==> config.mk <==
export PLATFORM = sky130hd
export DESIGN_NAME = text_pair_to_segment_writes_core
export DESIGN_NICKNAME = d
export VERILOG_FILES = /design/src/rtl/tpsw_pkg.sv /design/src/rtl/tpsw_parser.sv /design/src/rtl/tpsw_emitter.sv /design/src/rtl/text_pair_to_segment_writes_core.sv
export SDC_FILE = /design/constraint.sdc
export NUM_CORES = 1
export LEC_CHECK = 0
export BUFFER_PORTS_ARGS = -buffer_cell sky130_fd_sc_hd__buf_2
export CAP_MARGIN = 30
export CORE_MARGIN = 3
export CORE_UTILIZATION = 53
export CTS_CLUSTER_SIZE = 14
export DETAILED_ROUTE_END_ITERATION = 7
export GPL_TIMING_DRIVEN = 0
export HOLD_SLACK_MARGIN = 0.02
export PLACE_DENSITY = 0.7
export SYNTH_ARGS = -nofsm -noshare
export SYNTH_HDL_FRONTEND = slang
export SYNTH_HIERARCHICAL = 1
export SYNTH_SLANG_ARGS = --single-unit
==> constraint.sdc <==
create_clock -name clock -period 18.75 [get_ports clock]
set_input_delay 0 -clock clock [delete_from_list [all_inputs] [get_ports clock]]
set_output_delay 0 -clock clock [all_outputs]
set_load 0.02 [all_outputs]
==> src/rtl/tpsw_pkg.sv <==
package tpsw_pkg;

   localparam int LINE_CAPACITY_DEFAULT = 64;

   localparam int REQ_DATA_W = 8;
   localparam int RSP_DATA_W = 16;
   localparam int REG_ADDR_W = 4;
   localparam int SEG_W      = 8;
   localparam int VALUE_W    = 10;
   localparam int DIGIT_W    = 4;

   localparam logic [7:0] CHAR_NUL   = 8'h00;
   localparam logic [7:0] CHAR_LF    = 8'h0A;
   localparam logic [7:0] CHAR_CR    = 8'h0D;
   localparam logic [7:0] CHAR_COMMA = 8'h2C;
   localparam logic [7:0] CHAR_MINUS = 8'h2D;

   localparam logic [VALUE_W-1:0] VALUE_MAX = 10'd999;

   localparam logic [SEG_W-1:0] SEG_LABEL_C = 8'h4E;
   localparam logic [SEG_W-1:0] SEG_LABEL_T = 8'h0F;
   localparam logic [SEG_W-1:0] SEG_DP      = 8'h80;

   typedef struct packed {
      logic               good;
      logic [VALUE_W-1:0] first_value;
      logic               first_negative;
      logic [VALUE_W-1:0] second_value;
      logic               second_negative;
   } line_status_type;

   function automatic logic [SEG_W-1:0] seg_digit(input logic [DIGIT_W-1:0] d);
      logic [SEG_W-1:0] p;
      case (d)
         4'd0: p = 8'h7E;
         4'd1: p = 8'h30;
         4'd2: p = 8'h6D;
         4'd3: p = 8'h79;
         4'd4: p = 8'h33;
         4'd5: p = 8'h5B;
         4'd6: p = 8'h5F;
         4'd7: p = 8'h70;
         4'd8: p = 8'h7F;
         4'd9: p = 8'h7B;
         default: p = 8'h00;
      endcase
      return p;
   endfunction

endpackage

==> src/rtl/tpsw_parser.sv <==
module tpsw_parser
   import tpsw_pkg::*;
#(
   parameter int LINE_CAPACITY = LINE_CAPACITY_DEFAULT
) (
   input  logic                  clock,
   input  logic                  reset,
   input  logic                  accept,
   input  logic [REQ_DATA_W-1:0] rx_byte,
   output line_status_type       status
);

   localparam int CW = $clog2(LINE_CAPACITY);
   localparam logic [CW-1:0] COUNT_LIMIT = CW'(LINE_CAPACITY - 1);

   typedef enum logic [2:0] {
      PH_SKIP1,
      PH_NEG1,
      PH_DIG1,
      PH_SKIP2,
      PH_NEG2,
      PH_DIG2,
      PH_DONE,
      PH_FAIL
   } phase_type;

   logic [CW-1:0]      count_ff, count_in;
   phase_type          phase_ff, phase_in;
   logic [VALUE_W-1:0] first_value_ff, first_value_in;
   logic               first_negative_ff, first_negative_in;
   logic [VALUE_W-1:0] second_value_ff, second_value_in;
   logic               second_negative_ff, second_negative_in;
   logic               text_ended_ff, text_ended_in;

   logic is_space;
   logic is_digit;

   function automatic logic [VALUE_W-1:0] sat_acc(input logic [VALUE_W-1:0] v,
                                                   input logic [DIGIT_W-1:0] d);
      logic [13:0] n;
      n = 14'({4'b0, v} * 14'd10) + {10'b0, d};
      return (n > {4'b0, VALUE_MAX}) ? VALUE_MAX : n[VALUE_W-1:0];
   endfunction

   assign is_space = (rx_byte inside {[8'h09:8'h0D], 8'h20});
   assign is_digit = (rx_byte inside {[8'h30:8'h39]});

   always_comb begin
      count_in           = count_ff;
      phase_in           = phase_ff;
      first_value_in     = first_value_ff;
      first_negative_in  = first_negative_ff;
      second_value_in    = second_value_ff;
      second_negative_in = second_negative_ff;
      text_ended_in      = text_ended_ff;
      if (accept) begin
         if (rx_byte == CHAR_LF) begin
            count_in           = '0;
            phase_in           = PH_SKIP1;
            first_value_in     = '0;
            first_negative_in  = 1'b0;
            second_value_in    = '0;
            second_negative_in = 1'b0;
            text_ended_in      = 1'b0;
         end else if (rx_byte != CHAR_CR && count_ff != COUNT_LIMIT) begin
            count_in = count_ff + 1'b1;
            if (!text_ended_ff) begin
               if (rx_byte == CHAR_NUL) begin
                  text_ended_in = 1'b1;
               end else begin
                  case (phase_ff)
                     PH_SKIP1: begin
                        if (rx_byte == CHAR_MINUS) begin
                           first_negative_in = 1'b1;
                           phase_in          = PH_NEG1;
                        end else if (is_digit) begin
                           first_value_in = sat_acc('0, rx_byte[3:0]);
                           phase_in       = PH_DIG1;
                        end else if (!is_space) begin
                           phase_in = PH_FAIL;
                        end
                     end
                     PH_NEG1: begin
                        if (is_digit) begin
                           first_value_in = sat_acc('0, rx_byte[3:0]);
                           phase_in       = PH_DIG1;
                        end else begin
                           phase_in = PH_FAIL;
                        end
                     end
                     PH_DIG1: begin
                        if (is_digit) begin
                           first_value_in = sat_acc(first_value_ff, rx_byte[3:0]);
                        end else if (rx_byte == CHAR_COMMA) begin
                           phase_in = PH_SKIP2;
                        end else begin
                           phase_in = PH_FAIL;
                        end
                     end
                     PH_SKIP2: begin
                        if (rx_byte == CHAR_MINUS) begin
                           second_negative_in = 1'b1;
                           phase_in           = PH_NEG2;
                        end else if (is_digit) begin
                           second_value_in = sat_acc('0, rx_byte[3:0]);
                           phase_in        = PH_DIG2;
                        end else if (!is_space) begin
                           phase_in = PH_FAIL;
                        end
                     end
                     PH_NEG2: begin
                        if (is_digit) begin
                           second_value_in = sat_acc('0, rx_byte[3:0]);
                           phase_in        = PH_DIG2;
                        end else begin
                           phase_in = PH_FAIL;
                        end
                     end
                     PH_DIG2: begin
                        if (is_digit) begin
                           second_value_in = sat_acc(second_value_ff, rx_byte[3:0]);
                        end else begin
                           phase_in = PH_DONE;
                        end
                     end
                     default: begin
                        phase_in = phase_ff;
                     end
                  endcase
               end
            end
         end
      end
   end

   always_ff @(posedge clock) begin
      if (reset) begin
         count_ff           <= '0;
         phase_ff           <= PH_SKIP1;
         first_value_ff     <= '0;
         first_negative_ff  <= 1'b0;
         second_value_ff    <= '0;
         second_negative_ff <= 1'b0;
         text_ended_ff      <= 1'b0;
      end else begin
         count_ff           <= count_in;
         phase_ff           <= phase_in;
         first_value_ff     <= first_value_in;
         first_negative_ff  <= first_negative_in;
         second_value_ff    <= second_value_in;
         second_negative_ff <= second_negative_in;
         text_ended_ff      <= text_ended_in;
      end
   end

   assign status.good            = (phase_ff == PH_DIG2) || (phase_ff == PH_DONE);
   assign status.first_value     = first_value_ff;
   assign status.first_negative  = first_negative_ff;
   assign status.second_value    = second_value_ff;
   assign status.second_negative = second_negative_ff;

`ifndef NO_ASSERTIONS
   a_value_clamped: assert property (@(posedge clock) disable iff (reset)
      first_value_ff <= VALUE_MAX && second_value_ff <= VALUE_MAX)
      else $error("accumulator above clamp");
   a_count_bounded: assert property (@(posedge clock) disable iff (reset)
      count_ff <= COUNT_LIMIT)
      else $error("stored count past line capacity");
   a_lf_clears: assert property (@(posedge clock) disable iff (reset)
      accept && rx_byte == CHAR_LF |=> count_ff == '0 && !text_ended_ff)
      else $error("line state not cleared after LF");
`endif

endmodule

==> src/rtl/tpsw_emitter.sv <==
module tpsw_emitter
   import tpsw_pkg::*;
(
   input  logic                  clock,
   input  logic                  reset,
   input  logic                  capture,
   input  line_status_type       status,
   output logic                  busy,
   output logic                  rsp_tvalid,
   input  logic                  rsp_tready,
   output logic [RSP_DATA_W-1:0] rsp_tdata,
   output logic                  rsp_tlast
);

   logic                  burst_ff, burst_in;
   logic [2:0]            beat_ff, beat_in;
   logic [DIGIT_W-1:0]    digits_ff [6];
   logic [DIGIT_W-1:0]    digits_in [6];
   logic                  rsp_valid_ff, rsp_valid_in;
   logic [REG_ADDR_W-1:0] rsp_reg_ff, rsp_reg_in;
   logic [SEG_W-1:0]      rsp_seg_ff, rsp_seg_in;
   logic                  rsp_last_ff, rsp_last_in;

   logic                  load;
   logic [VALUE_W-1:0]    v1, v2;
   logic [3*DIGIT_W-1:0]  d1, d2;
   logic [DIGIT_W-1:0]    sel_tens, sel_ones, sel_tenths;

   function automatic logic [3*DIGIT_W-1:0] split_digits(input logic [VALUE_W-1:0] v);
      logic [15:0]        p41;
      logic [17:0]        p205;
      logic [DIGIT_W-1:0] hund;
      logic [6:0]         whole;
      logic [6:0]         ones;
      logic [VALUE_W-1:0] tenths;
      p41    = {6'b0, v} * 16'd41;
      p205   = {8'b0, v} * 18'd205;
      hund   = p41[15:12];
      whole  = p205[17:11];
      ones   = whole - 7'({3'b0, hund} * 7'd10);
      tenths = v - 10'({3'b0, whole} * 10'd10);
      return {hund, ones[DIGIT_W-1:0], tenths[DIGIT_W-1:0]};
   endfunction

   assign v1 = status.first_negative ? '0 :
               (status.first_value > VALUE_MAX ? VALUE_MAX : status.first_value);
   assign v2 = status.second_negative ? '0 :
               (status.second_value > VALUE_MAX ? VALUE_MAX : status.second_value);
   assign d1 = split_digits(v1);
   assign d2 = split_digits(v2);

   assign load = burst_ff && (!rsp_valid_ff || rsp_tready);

   assign sel_tens   = beat_ff[2] ? digits_ff[3] : digits_ff[0];
   assign sel_ones   = beat_ff[2] ? digits_ff[4] : digits_ff[1];
   assign sel_tenths = beat_ff[2] ? digits_ff[5] : digits_ff[2];

   always_comb begin
      burst_in     = burst_ff;
      beat_in      = beat_ff;
      digits_in    = digits_ff;
      rsp_valid_in = rsp_valid_ff && !rsp_tready;
      rsp_reg_in   = rsp_reg_ff;
      rsp_seg_in   = rsp_seg_ff;
      rsp_last_in  = rsp_last_ff;
      if (capture) begin
         burst_in     = 1'b1;
         beat_in      = '0;
         digits_in[0] = d1[11:8];
         digits_in[1] = d1[7:4];
         digits_in[2] = d1[3:0];
         digits_in[3] = d2[11:8];
         digits_in[4] = d2[7:4];
         digits_in[5] = d2[3:0];
      end else if (load) begin
         rsp_valid_in = 1'b1;
         rsp_reg_in   = {1'b0, beat_ff} + 4'd1;
         rsp_last_in  = (beat_ff == 3'd7);
         case (beat_ff[1:0])
            2'd0:    rsp_seg_in = beat_ff[2] ? SEG_LABEL_T : SEG_LABEL_C;
            2'd1:    rsp_seg_in = seg_digit(sel_tens);
            2'd2:    rsp_seg_in = seg_digit(sel_ones) | SEG_DP;
            default: rsp_seg_in = seg_digit(sel_tenths);
         endcase
         beat_in = beat_ff + 3'd1;
         if (beat_ff == 3'd7) begin
            burst_in = 1'b0;
         end
      end
   end

   always_ff @(posedge clock) begin
      if (reset) begin
         burst_ff     <= 1'b0;
         beat_ff      <= '0;
         rsp_valid_ff <= 1'b0;
      end else begin
         burst_ff     <= burst_in;
         beat_ff      <= beat_in;
         rsp_valid_ff <= rsp_valid_in;
      end
      digits_ff   <= digits_in;
      rsp_reg_ff  <= rsp_reg_in;
      rsp_seg_ff  <= rsp_seg_in;
      rsp_last_ff <= rsp_last_in;
   end

   assign busy       = burst_ff;
   assign rsp_tvalid = rsp_valid_ff;
   assign rsp_tdata  = {{(RSP_DATA_W - REG_ADDR_W - SEG_W){1'b0}}, rsp_seg_ff, rsp_reg_ff};
   assign rsp_tlast  = rsp_last_ff;

`ifndef NO_ASSERTIONS
   a_capture_idle: assert property (@(posedge clock) disable iff (reset)
      capture |-> !burst_ff)
      else $error("line captured during a burst");
   a_capture_starts: assert property (@(posedge clock) disable iff (reset)
      capture |=> burst_ff && beat_ff == 3'd0)
      else $error("burst did not start after capture");
   a_last_addr: assert property (@(posedge clock) disable iff (reset)
      rsp_valid_ff && rsp_last_ff |-> rsp_reg_ff == 4'd8)
      else $error("last write not at register eight");
   a_digits_decimal: assert property (@(posedge clock) disable iff (reset)
      burst_ff |-> digits_ff[0] <= 4'd9 && digits_ff[1] <= 4'd9 && digits_ff[2] <= 4'd9
                   && digits_ff[3] <= 4'd9 && digits_ff[4] <= 4'd9 && digits_ff[5] <= 4'd9)
      else $error("digit out of decimal range");
`endif

endmodule

==> src/rtl/text_pair_to_segment_writes_core.sv <==
// Text line parser driving eight display digit-register writes.
// req_ channel: one received text byte per beat. CR is dropped, LF closes the
//   line, a zero byte ends the text of the line. Lines of the form
//   "<first>,<second>" with optional leading whitespace and minus signs parse
//   as good; values clamp to 0..999 and show as tens, ones.point, tenths.
// rsp_ channel: on LF after a good line, eight beats follow, digit registers
//   1..8 in order, rsp_tlast on the eighth. A bad line produces nothing.
// Throughput: one req_ beat per cycle. An LF beat waits while the previous
//   burst is still being loaded into the output register; other bytes are
//   taken every cycle even during a burst.
// Order: an accepted LF beat of a good line loads the digit registers and starts
//   the burst, which then loads the first write into the output register; with
//   rsp_tready held high the eight writes follow back to back.
// Stall: a single output register holds the current write while rsp_tready is
//   low; the burst advances one write per taken beat.
// Reset (synchronous, active high) clears the line state and drops any burst.
module text_pair_to_segment_writes_core
   import tpsw_pkg::*;
#(
   parameter int LINE_CAPACITY = LINE_CAPACITY_DEFAULT
) (
   input  logic                  clock,
   input  logic                  reset,
   input  logic                  req_tvalid,
   output logic                  req_tready,
   input  logic [REQ_DATA_W-1:0] req_tdata,   // [7:0] rx_byte
   output logic                  rsp_tvalid,
   input  logic                  rsp_tready,
   output logic [RSP_DATA_W-1:0] rsp_tdata,   // [3:0] digit_register, [11:4] segment_pattern
   output logic                  rsp_tlast
);

   logic            req_accept;
   logic            capture;
   logic            busy;
   line_status_type status;

   assign req_tready = !busy || (req_tdata != CHAR_LF);
   assign req_accept = req_tvalid && req_tready;
   assign capture    = req_accept && (req_tdata == CHAR_LF) && status.good;

   tpsw_parser #(
      .LINE_CAPACITY(LINE_CAPACITY)
   ) u_parser (
      .clock   (clock),
      .reset   (reset),
      .accept  (req_accept),
      .rx_byte (req_tdata),
      .status  (status)
   );

   tpsw_emitter u_emitter (
      .clock      (clock),
      .reset      (reset),
      .capture    (capture),
      .status     (status),
      .busy       (busy),
      .rsp_tvalid (rsp_tvalid),
      .rsp_tready (rsp_tready),
      .rsp_tdata  (rsp_tdata),
      .rsp_tlast  (rsp_tlast)
   );

endmodule
==> implementation parameters <==
Parameter                              Value

Layout
  Share of post-route cells with drive strength above 1 ... 8.428%
  Antenna diode count ... 0
  Synthesis-to-finish area growth ... 8.201%
  # nets final ... 1398
  Core Util, Final ... 58.85%
  Number of fill cells in the layout ... 1599

GRT
  Gr usage total ... 19.61%
  Met2 track demand over resource ... 32.94%
  Aggregate global routing overflow ... 0
  Largest net degree at the start of global routing ... 17
  Antenna violations before repair ... 0
  Global route hottest layer ... met2
  Routing usage on met3 ... 2.655%
  Via count of the first global-routing pass ... 7295
  Met1 usage in global routing ... 27.01%
  First-pass GRT wire length ... 33.04 mm

Synth
  Number of warnings issued by yosys ... 6
  Most used standard cell by instance count after synthesis ... ha_1
  Share of synthesized flip-flops with an asynchronous set or reset ... 0%
  Leading cell types by count after synthesis ... 202 x ha_1, 190 x inv_1, 65 x nand2_1
  Cell types occupying the most area after synthesis ... ha_1 26%, edfxtp_1 11%, fa_1 10%
  Main synth FF type ... edfxtp_1
  Post-Synthesis Cell Area ... 9871 sq um
  Synth Register Bits ... 74
  Cell type with the largest total area after synthesis ... ha_1
  Post-synth top area share ... 25.61%
  Synthesized instance count ... 1093
  Number of distinct library cells after synthesis ... 87
  Mean Syn Cell Area ... 9.031 sq um
  Number of enable flip-flop cells after synthesis ... 37
  Sequential element share of the synthesized area ... 18.76%

CTS
  Maximum buffer depth of the clock tree ... 2
  Latest clock arrival within the worst-skew pair ... 0.34 ns
  Number of levels the H-tree was split into ... 3
  Inserted Clock Buffers ... 9
  Count of instances resized after the clock tree is built ... 0
  Sinks on the clock net ... 74
  Clock tree from TritonCTS ... done
  Number of buffers inserted for hold repair after clock tree synthesis ... 0
  Clock root cell ... clkbuf_16
  Clock slew seen by the registers of the worst setup and hold paths ... 0.06 ns
  Number of buffers inserted by post-CTS setup repair ... 0

STA
  Final Slew Violations ... 0
  Setup repair after global routing missed its margin ... no
  Fin worst setup slack ... 11.61 ns
  Hold violation count in the final report ... 0
  Period Utilization, post-route ... 38.08%
  Slew HR ... 34.37%
  Worst slew pin tran ... 0.9808 ns
  Minimum clock period after layout ... 7.140 ns
  Setup tns final ... 0 ns
  Highest attainable clock frequency ... 0.1401 GHz
  Number of endpoints failing setup at the final stage ... 0
  Largest clock skew in the final design ... 0.009982 ns

Worst setup path
  Critical path's slowest cell ... fa_1
  Critical-path maximum fanout ... 5
  Critical Path End Type ... register
  Required time reported for the critical path endpoint ... 18.84 ns
  Data arrival at the endpoint of the critical path ... 7.23 ns
  Critical path's largest stage delay ... 0.55 ns
  Classification of the worst setup path ... register to register
  Sort of element at the start of the critical path ... register

Place
  GP Congestion ... 0.8084
  Final HPWL from detailed placement ... 15.79 mm
  Worst setup timing slack at the placement stage ... 11.61 ns
  Number of buffers added on ports ... 26

Drt
  Detailed Route WL ... 19.43 mm
  Average wire per standard cell ... 14.20 um
  Vias post-DR ... 7539
  Antenna Nets Post-Route ... 0
  Total DRC errors in the routed layout ... 0
  Mean number of vias per cell ... 5.511
  Number of DRC violations after detailed-routing iteration 0 ... 348
  Pre-antenna DRT Iters ... 5

Floorplanning
  Number of cell rows ... 49
  Starting density of the core ... 54.39%
  I/O pins ... 31
  Die Ht ... 142.5 um
  Floorplan core area ... 18150 sq um
  DIE WIDTH ... 142.5 um
  Area of the die ... 20300 sq um

Status
  Status ... completed

Worst hold path
  Hold Path Class ... input port to register

Pwr
  Static leakage ... 5.586 nW
  Worst-case vdd ir drop ... 0.04682 mV
  Pwr Density ... 38.33 nW/um^2

Flow run
  Number of maximum-capacitance violations ... 0
==> worst paths after layout <==
| path | start | to | slack, ns | cells past startpoint |
|---|---|---|---|---|
| setup / recovery | u_parser/first_value_ff[7]$_SDFFE_PP0P_ | u_emitter/digits_ff[19]$_DFFE_PP_ | 11.61 | 29 |
| hold / removal | req_tdata[3] | u_parser/second_value_ff[3]$_SDFFE_PP0P_ | 0.04 | 3 |
| setup reg to reg | u_parser/first_value_ff[7]$_SDFFE_PP0P_ | u_emitter/digits_ff[19]$_DFFE_PP_ | 11.61 | 29 |
| hold reg to reg | u_parser/second_negative_ff$_SDFFE_PP0P_ | u_parser/second_negative_ff$_SDFFE_PP0P_ | 0.48 | 2 |
==> area by class of cell <==
| cell class | instances | area [sq um] | share of cell area (%) |
|---|---|---|---|
| clock inverters | 7 | 141.4 | 1.324 |
| well taps | 229 | 286.5 | 2.683 |
| inverters | 190 | 713.2 | 6.678 |
| flip-flops and latches | 74 | 1852 | 17.34 |
| repair buffers | 27 | 145.1 | 1.359 |
| plain buffers | 24 | 141.4 | 1.324 |
| clock buffers | 9 | 225.2 | 2.109 |
| multi-input cells | 808 | 7176 | 67.19 |
==> metrics by stage <==
| stage | cell area [sq um] | total power [W] | hold WS [ns] | instances |
|---|---|---|---|---|
| after floorplan | 9882 | 0.0001936 | 0.06907 | 1096 |
| after global placement | 10300 | 0.0002009 | 0.3756 | 1351 |
| after detailed placement | 10310 | 0.0002010 | 0.3711 | 1352 |
| after CTS | 10680 | 0.0004112 | 0.02847 | 1368 |
| after global routing | 10680 | 0.0004228 | 0.04654 | 1368 |
| final | 10680 | 0.0004094 | 0.03872 | 1368 |
==> flip-flops by register name (all words and copies together) (netlist names) <==
signal / flops
u_emitter/rsp_tvalid: 1
u_parser/second_value_ff: 10
u_emitter/digits_ff: 24
u_parser/first_value_ff: 10
u_emitter/busy: 1
u_parser/count_ff: 6
u_emitter/rsp_seg_ff: 8
u_emitter/rsp_tlast: 1
u_parser/first_negative_ff: 1
u_parser/text_ended_ff: 1
u_emitter/beat_ff: 3
u_parser/phase_ff: 3
u_emitter/rsp_reg_ff: 4
u_parser/second_negative_ff: 1
==> where the power goes <==
group          internal [W]  leakage, nW  switching, W
sequential         0.000170        0.623    0.00000127
combinational    0.00000996         4.79     0.0000172
clock              0.000143        0.176     0.0000679
total              0.000323         5.59     0.0000864
==> cells in the final DEF (no fill, tap or decap), drive strengths merged, types with 8 or more instances in the layout <==
cell,synthesis,final
a211oi,10,10
a21o,14,14
a21oi,53,53
a22oi,9,9
a31oi,8,8
buf,11,38
clkbuf,13,22
dfxtp,37,37
edfxtp,37,37
fa,50,50
ha,202,202
inv,190,190
mux2i,19,19
nand2,65,65
nand2b,13,13
nand3,15,15
nand4,11,11
nor2,61,61
nor2b,10,10
nor3,22,22
o21ai,47,47
or2,9,9
or3,11,11
xnor2,41,41
xor2,19,19
==> critical path, delay by kind of cell, from the launching register on <==
family                     cells  cell delay, ns
DFF                            1            0.42
buffers and inverters          5            0.29
AOI/OAI and AO/OA              5            1.00
adders and majority gates      7            2.73
xor gates and xnor gates       6            1.00
and+or+nand+nor                6            1.45
==> metal layers <==
metal / routed length (um) / part of all wire (%)
met1: 9864 / 51
met2: 8826 / 45
met3: 467 / 2.4
met4: 272 / 1.4
met5: 0 / 0
==> logic make-up after synthesis <==
| group | count (synthesis) | synth area share [%] |
|---|---|---|
| and+or+nand+nor | 253 | 13.17 |
| adders and majority gates | 252 | 35.75 |
| buffers and inverters | 214 | 8.657 |
| AOI/OAI and AO/OA | 213 | 15.39 |
| DFF | 74 | 18.76 |
| xor gates and xnor gates | 61 | 5.628 |
| muxes | 25 | 2.611 |
| other | 1 | 0.03799 |
No activity file was read; power rests on OpenSTA's default activity.
